File: src/rtl/core/aann_pkg.sv
// Package for the alarm annunciator with acknowledge.
// Holds the channel count, status codes, the count record and small helpers.
// Used by every module in rtl/core; depends on nothing.
package aann_pkg;

  localparam int CHANNELS = 8;
  localparam int VIS_CH   = (CHANNELS < 8) ? CHANNELS : 8;

  localparam logic [1:0] ST_OK    = 2'd0;
  localparam logic [1:0] ST_WARN  = 2'd1;
  localparam logic [1:0] ST_ALERT = 2'd2;
  localparam logic [1:0] ST_STALE = 2'd3;

  localparam logic [1:0] SEV_NONE  = 2'd0;
  localparam logic [1:0] SEV_WARN  = 2'd1;
  localparam logic [1:0] SEV_ALERT = 2'd2;

  localparam logic MODE_UPDATE = 1'b0;
  localparam logic MODE_ACK    = 1'b1;

  localparam logic [3:0] CNT_MAX = 4'd15;

  typedef struct packed {
    logic [3:0] ok;
    logic [3:0] warn;
    logic [3:0] alert;
    logic [3:0] stale;
    logic [3:0] warn_un;
    logic [3:0] alert_un;
  } counts_t;

  function automatic logic [1:0] sev_of(input logic [1:0] st);
    logic [1:0] sev;
    case (st)
      ST_WARN:  sev = SEV_WARN;
      ST_ALERT: sev = SEV_ALERT;
      default:  sev = SEV_NONE;
    endcase
    return sev;
  endfunction

  function automatic logic [3:0] sat_inc(input logic [3:0] c, input logic en);
    logic [3:0] r;
    r = (en && (c != CNT_MAX)) ? c + 4'd1 : c;
    return r;
  endfunction

endpackage

File: src/rtl/core/aann_if.sv
// Handshake interfaces for the request and result channels.
// Depends on nothing; the payload widths are fixed by the field list.
interface aann_in_if;
  logic        valid;
  logic        ready;
  logic        mode;
  logic [15:0] status_vector;
  modport source (output valid, mode, status_vector, input ready);
  modport sink   (input valid, mode, status_vector, output ready);
endinterface

interface aann_out_if;
  logic        valid;
  logic        ready;
  logic [15:0] status_out;
  logic [7:0]  unacked_mask;
  logic [3:0]  ok_count;
  logic [3:0]  warn_count;
  logic [3:0]  alert_count;
  logic [3:0]  stale_count;
  logic [3:0]  warn_unacked_count;
  logic [3:0]  alert_unacked_count;
  modport source (output valid, status_out, unacked_mask, ok_count, warn_count,
                  alert_count, stale_count, warn_unacked_count,
                  alert_unacked_count, input ready);
  modport sink   (input valid, status_out, unacked_mask, ok_count, warn_count,
                  alert_count, stale_count, warn_unacked_count,
                  alert_unacked_count, output ready);
endinterface

File: src/rtl/core/alarm_annunciator_ack_top.sv
// Top level of the alarm annunciator: a row of channel cells and a result register.
// Depends on aann_pkg, aann_if and aann_cell.
//
//   channel | dir | payload                                   | handshake
//   in_if   | in  | mode, status_vector                       | valid / ready
//   out_if  | out | status_out, unacked_mask, six counts      | valid / ready
//
// One request a cycle unless out_if stalls; its result shows in the next cycle.
// The cells update their state and the counts ripple along the row in the
// accepting cycle, and the result register is loaded at the same edge.
// A request is taken whenever the result register is empty or being emptied.
// Reset sets every channel to stale with nothing acknowledged, output empty.
module alarm_annunciator_ack_top (
  input  logic        clk,
  input  logic        rst_n,
  aann_in_if.sink     in_if,
  aann_out_if.source  out_if
);

  localparam int N = aann_pkg::CHANNELS;

  aann_pkg::counts_t cnt_chain [0:N];
  logic [1:0]        st_nxt    [0:N-1];
  logic              un_nxt    [0:N-1];
  logic              accept;
  logic [15:0]       status_word;
  logic [7:0]        mask_word;

  logic              out_valid_r;
  logic [15:0]       status_r;
  logic [7:0]        mask_r;
  aann_pkg::counts_t cnt_r;

  assign in_if.ready = !out_valid_r || out_if.ready;
  assign accept      = in_if.valid && in_if.ready;
  assign cnt_chain[0] = '0;

  for (genvar i = 0; i < N; i++) begin : g_cell
    logic [1:0] st_in;
    if (i < 8) begin : g_vis
      assign st_in = in_if.status_vector[2*i +: 2];
    end else begin : g_hid
      assign st_in = aann_pkg::ST_OK;
    end
    aann_cell u_cell (
      .clk         (clk),
      .rst_n       (rst_n),
      .accept      (accept),
      .mode        (in_if.mode),
      .status_in   (st_in),
      .cnt_in      (cnt_chain[i]),
      .cnt_out     (cnt_chain[i+1]),
      .status_nxt  (st_nxt[i]),
      .unacked_nxt (un_nxt[i])
    );
  end

  for (genvar i = 0; i < 8; i++) begin : g_word
    if (i < aann_pkg::VIS_CH) begin : g_on
      assign status_word[2*i +: 2] = st_nxt[i];
      assign mask_word[i]          = un_nxt[i];
    end else begin : g_off
      assign status_word[2*i +: 2] = 2'b00;
      assign mask_word[i]          = 1'b0;
    end
  end

  always_ff @(posedge clk) begin
    if (!rst_n) begin
      out_valid_r <= 1'b0;
    end else if (accept) begin
      out_valid_r <= 1'b1;
    end else if (out_if.ready) begin
      out_valid_r <= 1'b0;
    end
  end

  always_ff @(posedge clk) begin
    if (accept) begin
      status_r <= status_word;
      mask_r   <= mask_word;
      cnt_r    <= cnt_chain[N];
    end
  end

  assign out_if.valid               = out_valid_r;
  assign out_if.status_out          = status_r;
  assign out_if.unacked_mask        = mask_r;
  assign out_if.ok_count            = cnt_r.ok;
  assign out_if.warn_count          = cnt_r.warn;
  assign out_if.alert_count         = cnt_r.alert;
  assign out_if.stale_count         = cnt_r.stale;
  assign out_if.warn_unacked_count  = cnt_r.warn_un;
  assign out_if.alert_unacked_count = cnt_r.alert_un;

endmodule

File: src/rtl/core/aann_cell.sv
// One channel cell: holds the channel status and acknowledged severity.
// Adds its own contribution to the running counts handed on along the row.
// Depends on aann_pkg.
module aann_cell (
  input  logic              clk,
  input  logic              rst_n,
  input  logic              accept,
  input  logic              mode,
  input  logic [1:0]        status_in,
  input  aann_pkg::counts_t cnt_in,
  output aann_pkg::counts_t cnt_out,
  output logic [1:0]        status_nxt,
  output logic              unacked_nxt
);

  logic [1:0] status_r;
  logic [1:0] acked_r;
  logic [1:0] acked_nxt;
  logic [1:0] sev_new;
  logic [1:0] sev_cur;

  always_comb begin
    sev_cur = aann_pkg::sev_of(status_r);
    sev_new = aann_pkg::sev_of(status_in);
    if (mode == aann_pkg::MODE_ACK) begin
      status_nxt = status_r;
      acked_nxt  = sev_cur;
    end else begin
      status_nxt = status_in;
      acked_nxt  = (sev_new < acked_r) ? sev_new : acked_r;
    end
  end

  always_comb begin
    logic [1:0] sev;
    sev         = aann_pkg::sev_of(status_nxt);
    unacked_nxt = (sev != aann_pkg::SEV_NONE) && (sev > acked_nxt);
    cnt_out.ok       = aann_pkg::sat_inc(cnt_in.ok, status_nxt == aann_pkg::ST_OK);
    cnt_out.warn     = aann_pkg::sat_inc(cnt_in.warn, status_nxt == aann_pkg::ST_WARN);
    cnt_out.alert    = aann_pkg::sat_inc(cnt_in.alert, status_nxt == aann_pkg::ST_ALERT);
    cnt_out.stale    = aann_pkg::sat_inc(cnt_in.stale, status_nxt == aann_pkg::ST_STALE);
    cnt_out.warn_un  = aann_pkg::sat_inc(cnt_in.warn_un,
                         unacked_nxt && (status_nxt == aann_pkg::ST_WARN));
    cnt_out.alert_un = aann_pkg::sat_inc(cnt_in.alert_un,
                         unacked_nxt && (status_nxt == aann_pkg::ST_ALERT));
  end

  always_ff @(posedge clk) begin
    if (!rst_n) begin
      status_r <= aann_pkg::ST_STALE;
      acked_r  <= aann_pkg::SEV_NONE;
    end else if (accept) begin
      status_r <= status_nxt;
      acked_r  <= acked_nxt;
    end
  end

endmodule

File: src/flat_wrapper.sv
// flat-port wrapper written by rule: the top's interface ports become plain ports
module alarm_annunciator_ack_top_flat 
  (clk, rst_n, in_if_valid, in_if_mode, in_if_status_vector, in_if_ready, out_if_valid, out_if_status_out, out_if_unacked_mask, out_if_ok_count, out_if_warn_count, out_if_alert_count, out_if_stale_count, out_if_warn_unacked_count, out_if_alert_unacked_count, out_if_ready);
  aann_in_if in_if_i ();
  aann_out_if out_if_i ();
  input  logic clk;
  input  logic rst_n;
  input wire logic [$bits(in_if_i.valid)-1:0] in_if_valid;
  input wire logic [$bits(in_if_i.mode)-1:0] in_if_mode;
  input wire logic [$bits(in_if_i.status_vector)-1:0] in_if_status_vector;
  output wire logic [$bits(in_if_i.ready)-1:0] in_if_ready;
  output wire logic [$bits(out_if_i.valid)-1:0] out_if_valid;
  output wire logic [$bits(out_if_i.status_out)-1:0] out_if_status_out;
  output wire logic [$bits(out_if_i.unacked_mask)-1:0] out_if_unacked_mask;
  output wire logic [$bits(out_if_i.ok_count)-1:0] out_if_ok_count;
  output wire logic [$bits(out_if_i.warn_count)-1:0] out_if_warn_count;
  output wire logic [$bits(out_if_i.alert_count)-1:0] out_if_alert_count;
  output wire logic [$bits(out_if_i.stale_count)-1:0] out_if_stale_count;
  output wire logic [$bits(out_if_i.warn_unacked_count)-1:0] out_if_warn_unacked_count;
  output wire logic [$bits(out_if_i.alert_unacked_count)-1:0] out_if_alert_unacked_count;
  input wire logic [$bits(out_if_i.ready)-1:0] out_if_ready;
  assign in_if_i.valid = in_if_valid;
  assign in_if_i.mode = in_if_mode;
  assign in_if_i.status_vector = in_if_status_vector;
  assign in_if_ready = in_if_i.ready;
  assign out_if_valid = out_if_i.valid;
  assign out_if_status_out = out_if_i.status_out;
  assign out_if_unacked_mask = out_if_i.unacked_mask;
  assign out_if_ok_count = out_if_i.ok_count;
  assign out_if_warn_count = out_if_i.warn_count;
  assign out_if_alert_count = out_if_i.alert_count;
  assign out_if_stale_count = out_if_i.stale_count;
  assign out_if_warn_unacked_count = out_if_i.warn_unacked_count;
  assign out_if_alert_unacked_count = out_if_i.alert_unacked_count;
  assign out_if_i.ready = out_if_ready;
  alarm_annunciator_ack_top u_core (.clk(clk), .rst_n(rst_n), .in_if(in_if_i), .out_if(out_if_i));
endmodule
File: config.mk
export PLATFORM = sky130hd
export DESIGN_NAME = alarm_annunciator_ack_top_flat
export DESIGN_NICKNAME = d
export VERILOG_FILES = /design/src/rtl/core/aann_pkg.sv /design/src/rtl/core/aann_if.sv /design/src/rtl/core/alarm_annunciator_ack_top.sv /design/src/rtl/core/aann_cell.sv /design/src/flat_wrapper.sv
export SDC_FILE = /design/constraint.sdc
export NUM_CORES = 1
export LEC_CHECK = 0
export BUFFER_PORTS_ARGS = -buffer_cell sky130_fd_sc_hd__buf_4
export CAP_MARGIN = 20
export CORE_UTILIZATION = 56
export DETAILED_ROUTE_END_ITERATION = 12
export HOLD_SLACK_MARGIN = 0.02
export PLACE_DENSITY = 0.89
export SYNTH_ARGS = -nofsm -noshare
export SYNTH_HDL_FRONTEND = slang
export SYNTH_HIERARCHICAL = 1
export SYNTH_SLANG_ARGS = --single-unit
File: constraint.sdc
create_clock -name clk -period 7.58 [get_ports clk]
set_clock_uncertainty 0.1 [all_clocks]
set_input_delay 0 -clock clk [delete_from_list [all_inputs] [get_ports clk]]
set_output_delay 0 -clock clk [all_outputs]
set_load 0.02 [all_outputs]
== Word-level counts from Yosys, hierarchy flattened ==
Cells that the tools add are included.

* $add $sub $neg: 42
* Magnitude comparators: 16
* Equal/unequal tests: 98
* Multiplexer cells: 98
* Reduce and logical (&&, ||, !) cells: 86

{| class="wikitable"
|+ Operator list
! cell !! number
|-
| $add A4 B1 Y4 const B || 42
|-
| $mux W4 || 42
|-
| $ne A4 B4 Y1 const B || 42
|-
| $pmux W2 S2 || 24
|-
| $logic_and A1 B1 Y1 || 67
|-
| $eq A2 B2 Y1 const B || 32
|-
| $eq A2 B1 Y1 const B || 24
|-
| $mux W2 || 24
|-
| $reduce_bool A2 Y1 || 9
|-
| $gt A2 B2 Y1 || 8
|-
| $logic_not A2 Y1 || 8
|-
| $lt A2 B2 Y1 || 8
|-
| $mux W1 || 8
|-
| $logic_not A1 Y1 || 1
|-
| $logic_or A1 B1 Y1 || 1
|}

* Register bits: 81
* Bits of input ports: 21
* Output and inout bits: 50
* Logic and storage cells: 365

== Logic depth before layout (Yosys ltp) ==
* Depth in word-level cells: 30
* Depth in mapped cells: 38

== Cells and area by module ==
Netlist, hierarchy kept.

{| class="wikitable"
|+ By module, submodules not included
! module !! times used !! cells each !! area an instance (sq um) !! sequential area each (sq um)
|-
| aann_cell || 8 || 108 || 863.3 || 80.1
|-
| alarm_annunciator_ack_top || 1 || 54 || 1502.7 || 1461.4
|}

== Worst setup path before layout ==
Ideal clock, no wire load.

* Path type: reg-to-reg
* Start: register u_core.g_cell[0].u_cell.status_r[1]
* End: register u_core.cnt_r, in the netlist u_core/out_if.alert_unacked_count[1] (data pin)
* Arrival time: 6.793 ns
* Data required time: 7.220 ns
* Path slack: 0.427 ns
* Stages on the path, launching flop included: 31
* Period minus slack after synthesis: 7.153 ns
* Cell sequence: dfxtp_1 > mux2i_1 > inv_1 > ha_1 > ha_1 > nor2b_4 > o211a_4 > and3_4 > xor2_1 > ha_1 > mux2_4 > ha_1 > mux2_4 > ha_1 > mux2_4 > ha_1 > nand3_1 > and3_4 > mux2_4 > ha_1 > nand3_1 > and3_4 > mux2_4 > ha_1 > nand3_1 > and3_4 > mux2_4 > ha_1 > nand3_1 > and3_4 > mux2_4

{| class="wikitable"
|+ RTL lines
! item !! RTL line !! source
|-
| start: declaration || aann_cell.sv:16 || <nowiki>logic [1:0] status_r;</nowiki>
|-
| start signal: assignment || aann_cell.sv:50 || <nowiki>status_r <= aann_pkg::ST_STALE;</nowiki>
|-
| start signal: assignment || aann_cell.sv:53 || <nowiki>status_r <= status_nxt;</nowiki>
|-
| end signal: assignment || alarm_annunciator_ack_top.sv:82 || <nowiki>cnt_r <= cnt_chain[N];</nowiki>
|-
| end: declaration || alarm_annunciator_ack_top.sv:32 || <nowiki>aann_pkg::counts_t cnt_r;</nowiki>
|}

==> metrics.txt <==
run status=complete, no violations; CTS tree=yes; worst slew pin tran=0.865 ns; Final GP Congestion=0.807; RR Endpoint=u_core/out_if.warn_unacked_count[1]$_DFFE_PP_; CP Buf/Inv Count=2; Hold Path Cell Cnt=5; Slowest-stage cell, CP=dlygate4sd3_1; Worst Reg-to-Reg Cells=30; Max Fclk=135 MHz; GRT Total Usage=0.235; DRT iter0 DRCs=333; CP Class=in2reg; Min-Delay Path Class=in2reg; H-tree Lvls=3; fin worst setup slack=0.179 ns; Sequential Area=2100 µm²; IO Port Bufs=70; fin crit period=7.40 ns; Setup crit end kind=register; # IOs=71; routed wire length=19.0 mm; WL per Instance=14.8 µm; fin util=0.694; clock slew at reported path FFs=0.07 ns; Num CTS Buffers=9; Root Buffer=clkbuf_16; FP Rows=44; Syn Inst Count=918; Sink Count=81; diodes inserted=0; Final ANT Viol Nets=0; Largest delay share family, worst path=adder cells; Multi-input gate area=6530 µm²; sequential fraction of the synthesis area=0.250; Critical Path Source=in_if_status_vector[1]; final total power=2.27 mW; Setup-failing EPs final=0; Syn. warnings=6; die footprint=15,500 µm²; post-detail-place hpwl=13.3 mm; layout cells sized above 1=0.177; Pre-antenna DRT Iters=5; Pleak=4.48 nW; HP Start=in_if_status_vector[6]; initial antenna violation count=0; Syn Std Cell Area=8410 µm²; final hold vios=0; Final TNS setup=0 ns; hold-critical path endpoint=u_core/g_cell[3].u_cell/status_r[0]$_SDFFE_PN1P_; DRC=0; FF+latch count, synth=81; R2R Setup Slk=0.18 ns; Initial Util=0.576; Worst slew margin=0.423; clk_lat worst skew=0.36 ns; final instance area=10,100 µm²; Mean Syn Cell Area=9.16 µm²; core area=14,600 µm²; worst slack, placed=0.116 ns; grt total ovfl=0; synth unique cells=30; peak supply drop=178 µV; period utilization=0.976; CTS max path bufs=2; global-route wire length before repair=30.2 mm; vias in the first global route=6,930; Via-to-Cell Ratio=5.71; Area Overhead vs Synth=20.4%; CP required=7.59 ns; DP Area=9460 µm²; Reg2Reg Launch Point=u_core/g_cell[0].u_cell/status_r[1]$_SDFFE_PN1P_; critical path's largest stage delay=0.54 ns; critical path arrival=7.42 ns; DR vias=7,322; Die W=125 µm; Slew Viols, Final=0; FILL cells=1,027; Max Cap Viol=0; Final #Nets=1,235; largest net degree at the start of global routing=81; CP Launch Type=input pin; Vert. Die Dim=125 µm; pwr dens=224 nW/µm²; Worst Path Max Fanout=7
worst reg2reg max path, delay by kind of cell (launching register included):
kind / cells / cell delay (ns)
AOI/OAI and AO/OA: 1 / 0.25
buffers and inverters: 1 / 0.14
and+or+nand+nor: 10 / 1.64
muxes: 8 / 2.28
adders and majority gates: 9 / 2.21
DFF: 1 / 0.35
xor gates and xnor gates: 1 / 0.18
Yosys cell counts (all sizes together):
cell type | count | area share
nand3 | 48 | 0.029
and3 | 32 | 0.033
nor3 | 16 | 0.0095
mux2i | 32 | 0.038
o21ai | 32 | 0.019
nand2 | 88 | 0.039
o221ai | 8 | 0.0083
o21a | 8 | 0.0071
conb | 1 | 0.00045
xnor2 | 64 | 0.067
nor2b | 56 | 0.049
mux2 | 48 | 0.071
xor2 | 16 | 0.017
and2 | 1 | 0.0010
edfxtp | 48 | 0.17
and3b | 8 | 0.0083
ha | 120 | 0.18
a31oi | 32 | 0.024
a21oi | 64 | 0.038
inv | 57 | 0.025
o211a | 16 | 0.026
nand2b | 1 | 0.0016
dfxtp | 33 | 0.079
nor2 | 24 | 0.011
a21boi | 1 | 0.0013
nand4 | 64 | 0.048
where the power goes:
part | leakage [nW] | switching (mW) | total (mW) | internal, mW
clock | 0.151 | 0.195 | 0.471 | 0.277
sequential | 0.728 | 0.0224 | 0.581 | 0.558
combinational | 3.60 | 0.683 | 1.21 | 0.531
layer usage:
metal  vias to the layer above  GRT usage  share of wire
met3                        24     0.0421          0.032
met5                         -          0              0
li1                       3683          -              -
met1                      3491      0.272           0.44
met4                         0     0.0773          0.013
met2                       124      0.431           0.51
through the flow:
stage | cells | hold slack (ns)
floorplan | 991 | -0.0381
CTS | 1281 | 0.0251
finish | 1283 | 0.0375
global route | 1283 | 0.0701
global placement | 1248 | 0.149
detailed placement | 1248 | 0.159
cell families (layout without fill, tap and decap cells):
| kind of cell | Yosys count | in the layout | synth area share |
|---|---|---|---|
| compound gates | 161 | 161 | 0.124 |
| xor+xnor | 80 | 80 | 0.0833 |
| fa+ha+maj | 120 | 120 | 0.179 |
| buf+inv | 57 | 165 | 0.0254 |
| flops | 81 | 81 | 0.250 |
| mux | 80 | 80 | 0.110 |
| other cells | 1 | 74 | 0.000446 |
| simple gates | 338 | 338 | 0.229 |
repair_timing:
item | in CTS | in global routing
endpoints found under the setup margin | 0 | 8
hold buffers | 17 | 1
setup buffers | 0 | 1
endpoints found under the hold margin | 34 | 1
gates resized for setup | 0 | 27
cells in the final DEF, fill, tap and decap left out, types with 10 or more instances in the layout:
cell and count:
edfxtp_1 48, conb_1 74, o21ai_0 31, dlygate4sd3_1 18
ha_1 117, dfxtp_1 33, clkbuf_16 10, nand4_1 64
and3_1 16, xnor2_1 64, mux2_4 16, inv_1 57
nand3_1 40, mux2i_1 31, buf_4 74, nor2_1 24
and3_4 16, nor3_1 16, a21oi_1 64, nand2_1 88
mux2_2 32, nor2b_1 47, a31oi_1 32
state kept, by name, summed over array words and instances (netlist names):
register,count
u_core/g_cell.u_cell/acked_r,16
u_core/g_cell.u_cell/status_r,16
u_core/out_if.alert_count,4
u_core/out_if.alert_unacked_count,4
u_core/out_if.ok_count,4
u_core/out_if.stale_count,4
u_core/out_if.status_out,16
u_core/out_if.unacked_mask,8
u_core/out_if.valid,1
u_core/out_if.warn_count,4
u_core/out_if.warn_unacked_count,4
how the worst max path moves through the flow:
| stage | cells after the start | slack [ns] | endpoint |
|---|---|---|---|
| 5_1_grt | 34 | -0.1 | u_core/out_if.warn_unacked_count[1]$_DFFE_PP_ |
| 6_report | 34 | 0.18 | u_core/out_if.warn_unacked_count[1]$_DFFE_PP_ |
| 4_1_cts | 29 | 0.08 | u_core/out_if.warn_unacked_count[1]$_DFFE_PP_ |
| 3_3_place_gp | 29 | 0.42 | u_core/out_if.alert_unacked_count[1]$_DFFE_PP_ |
| 2_1_floorplan | 30 | 0.43 | u_core/out_if.alert_unacked_count[1]$_DFFE_PP_ |
| 3_5_place_dp | 29 | 0.12 | u_core/out_if.warn_unacked_count[1]$_DFFE_PP_ |
final cells by class:
type                       count  share of cell area
clock buffer                  11              0.0251
clock inverter                 5             0.00593
multi-input combinational    853               0.645
inverter                      57              0.0211
tap                          184              0.0227
sequential                    81               0.208
timing repair buffer          92              0.0727
Note: power is estimated with default switching activity, not from simulation.
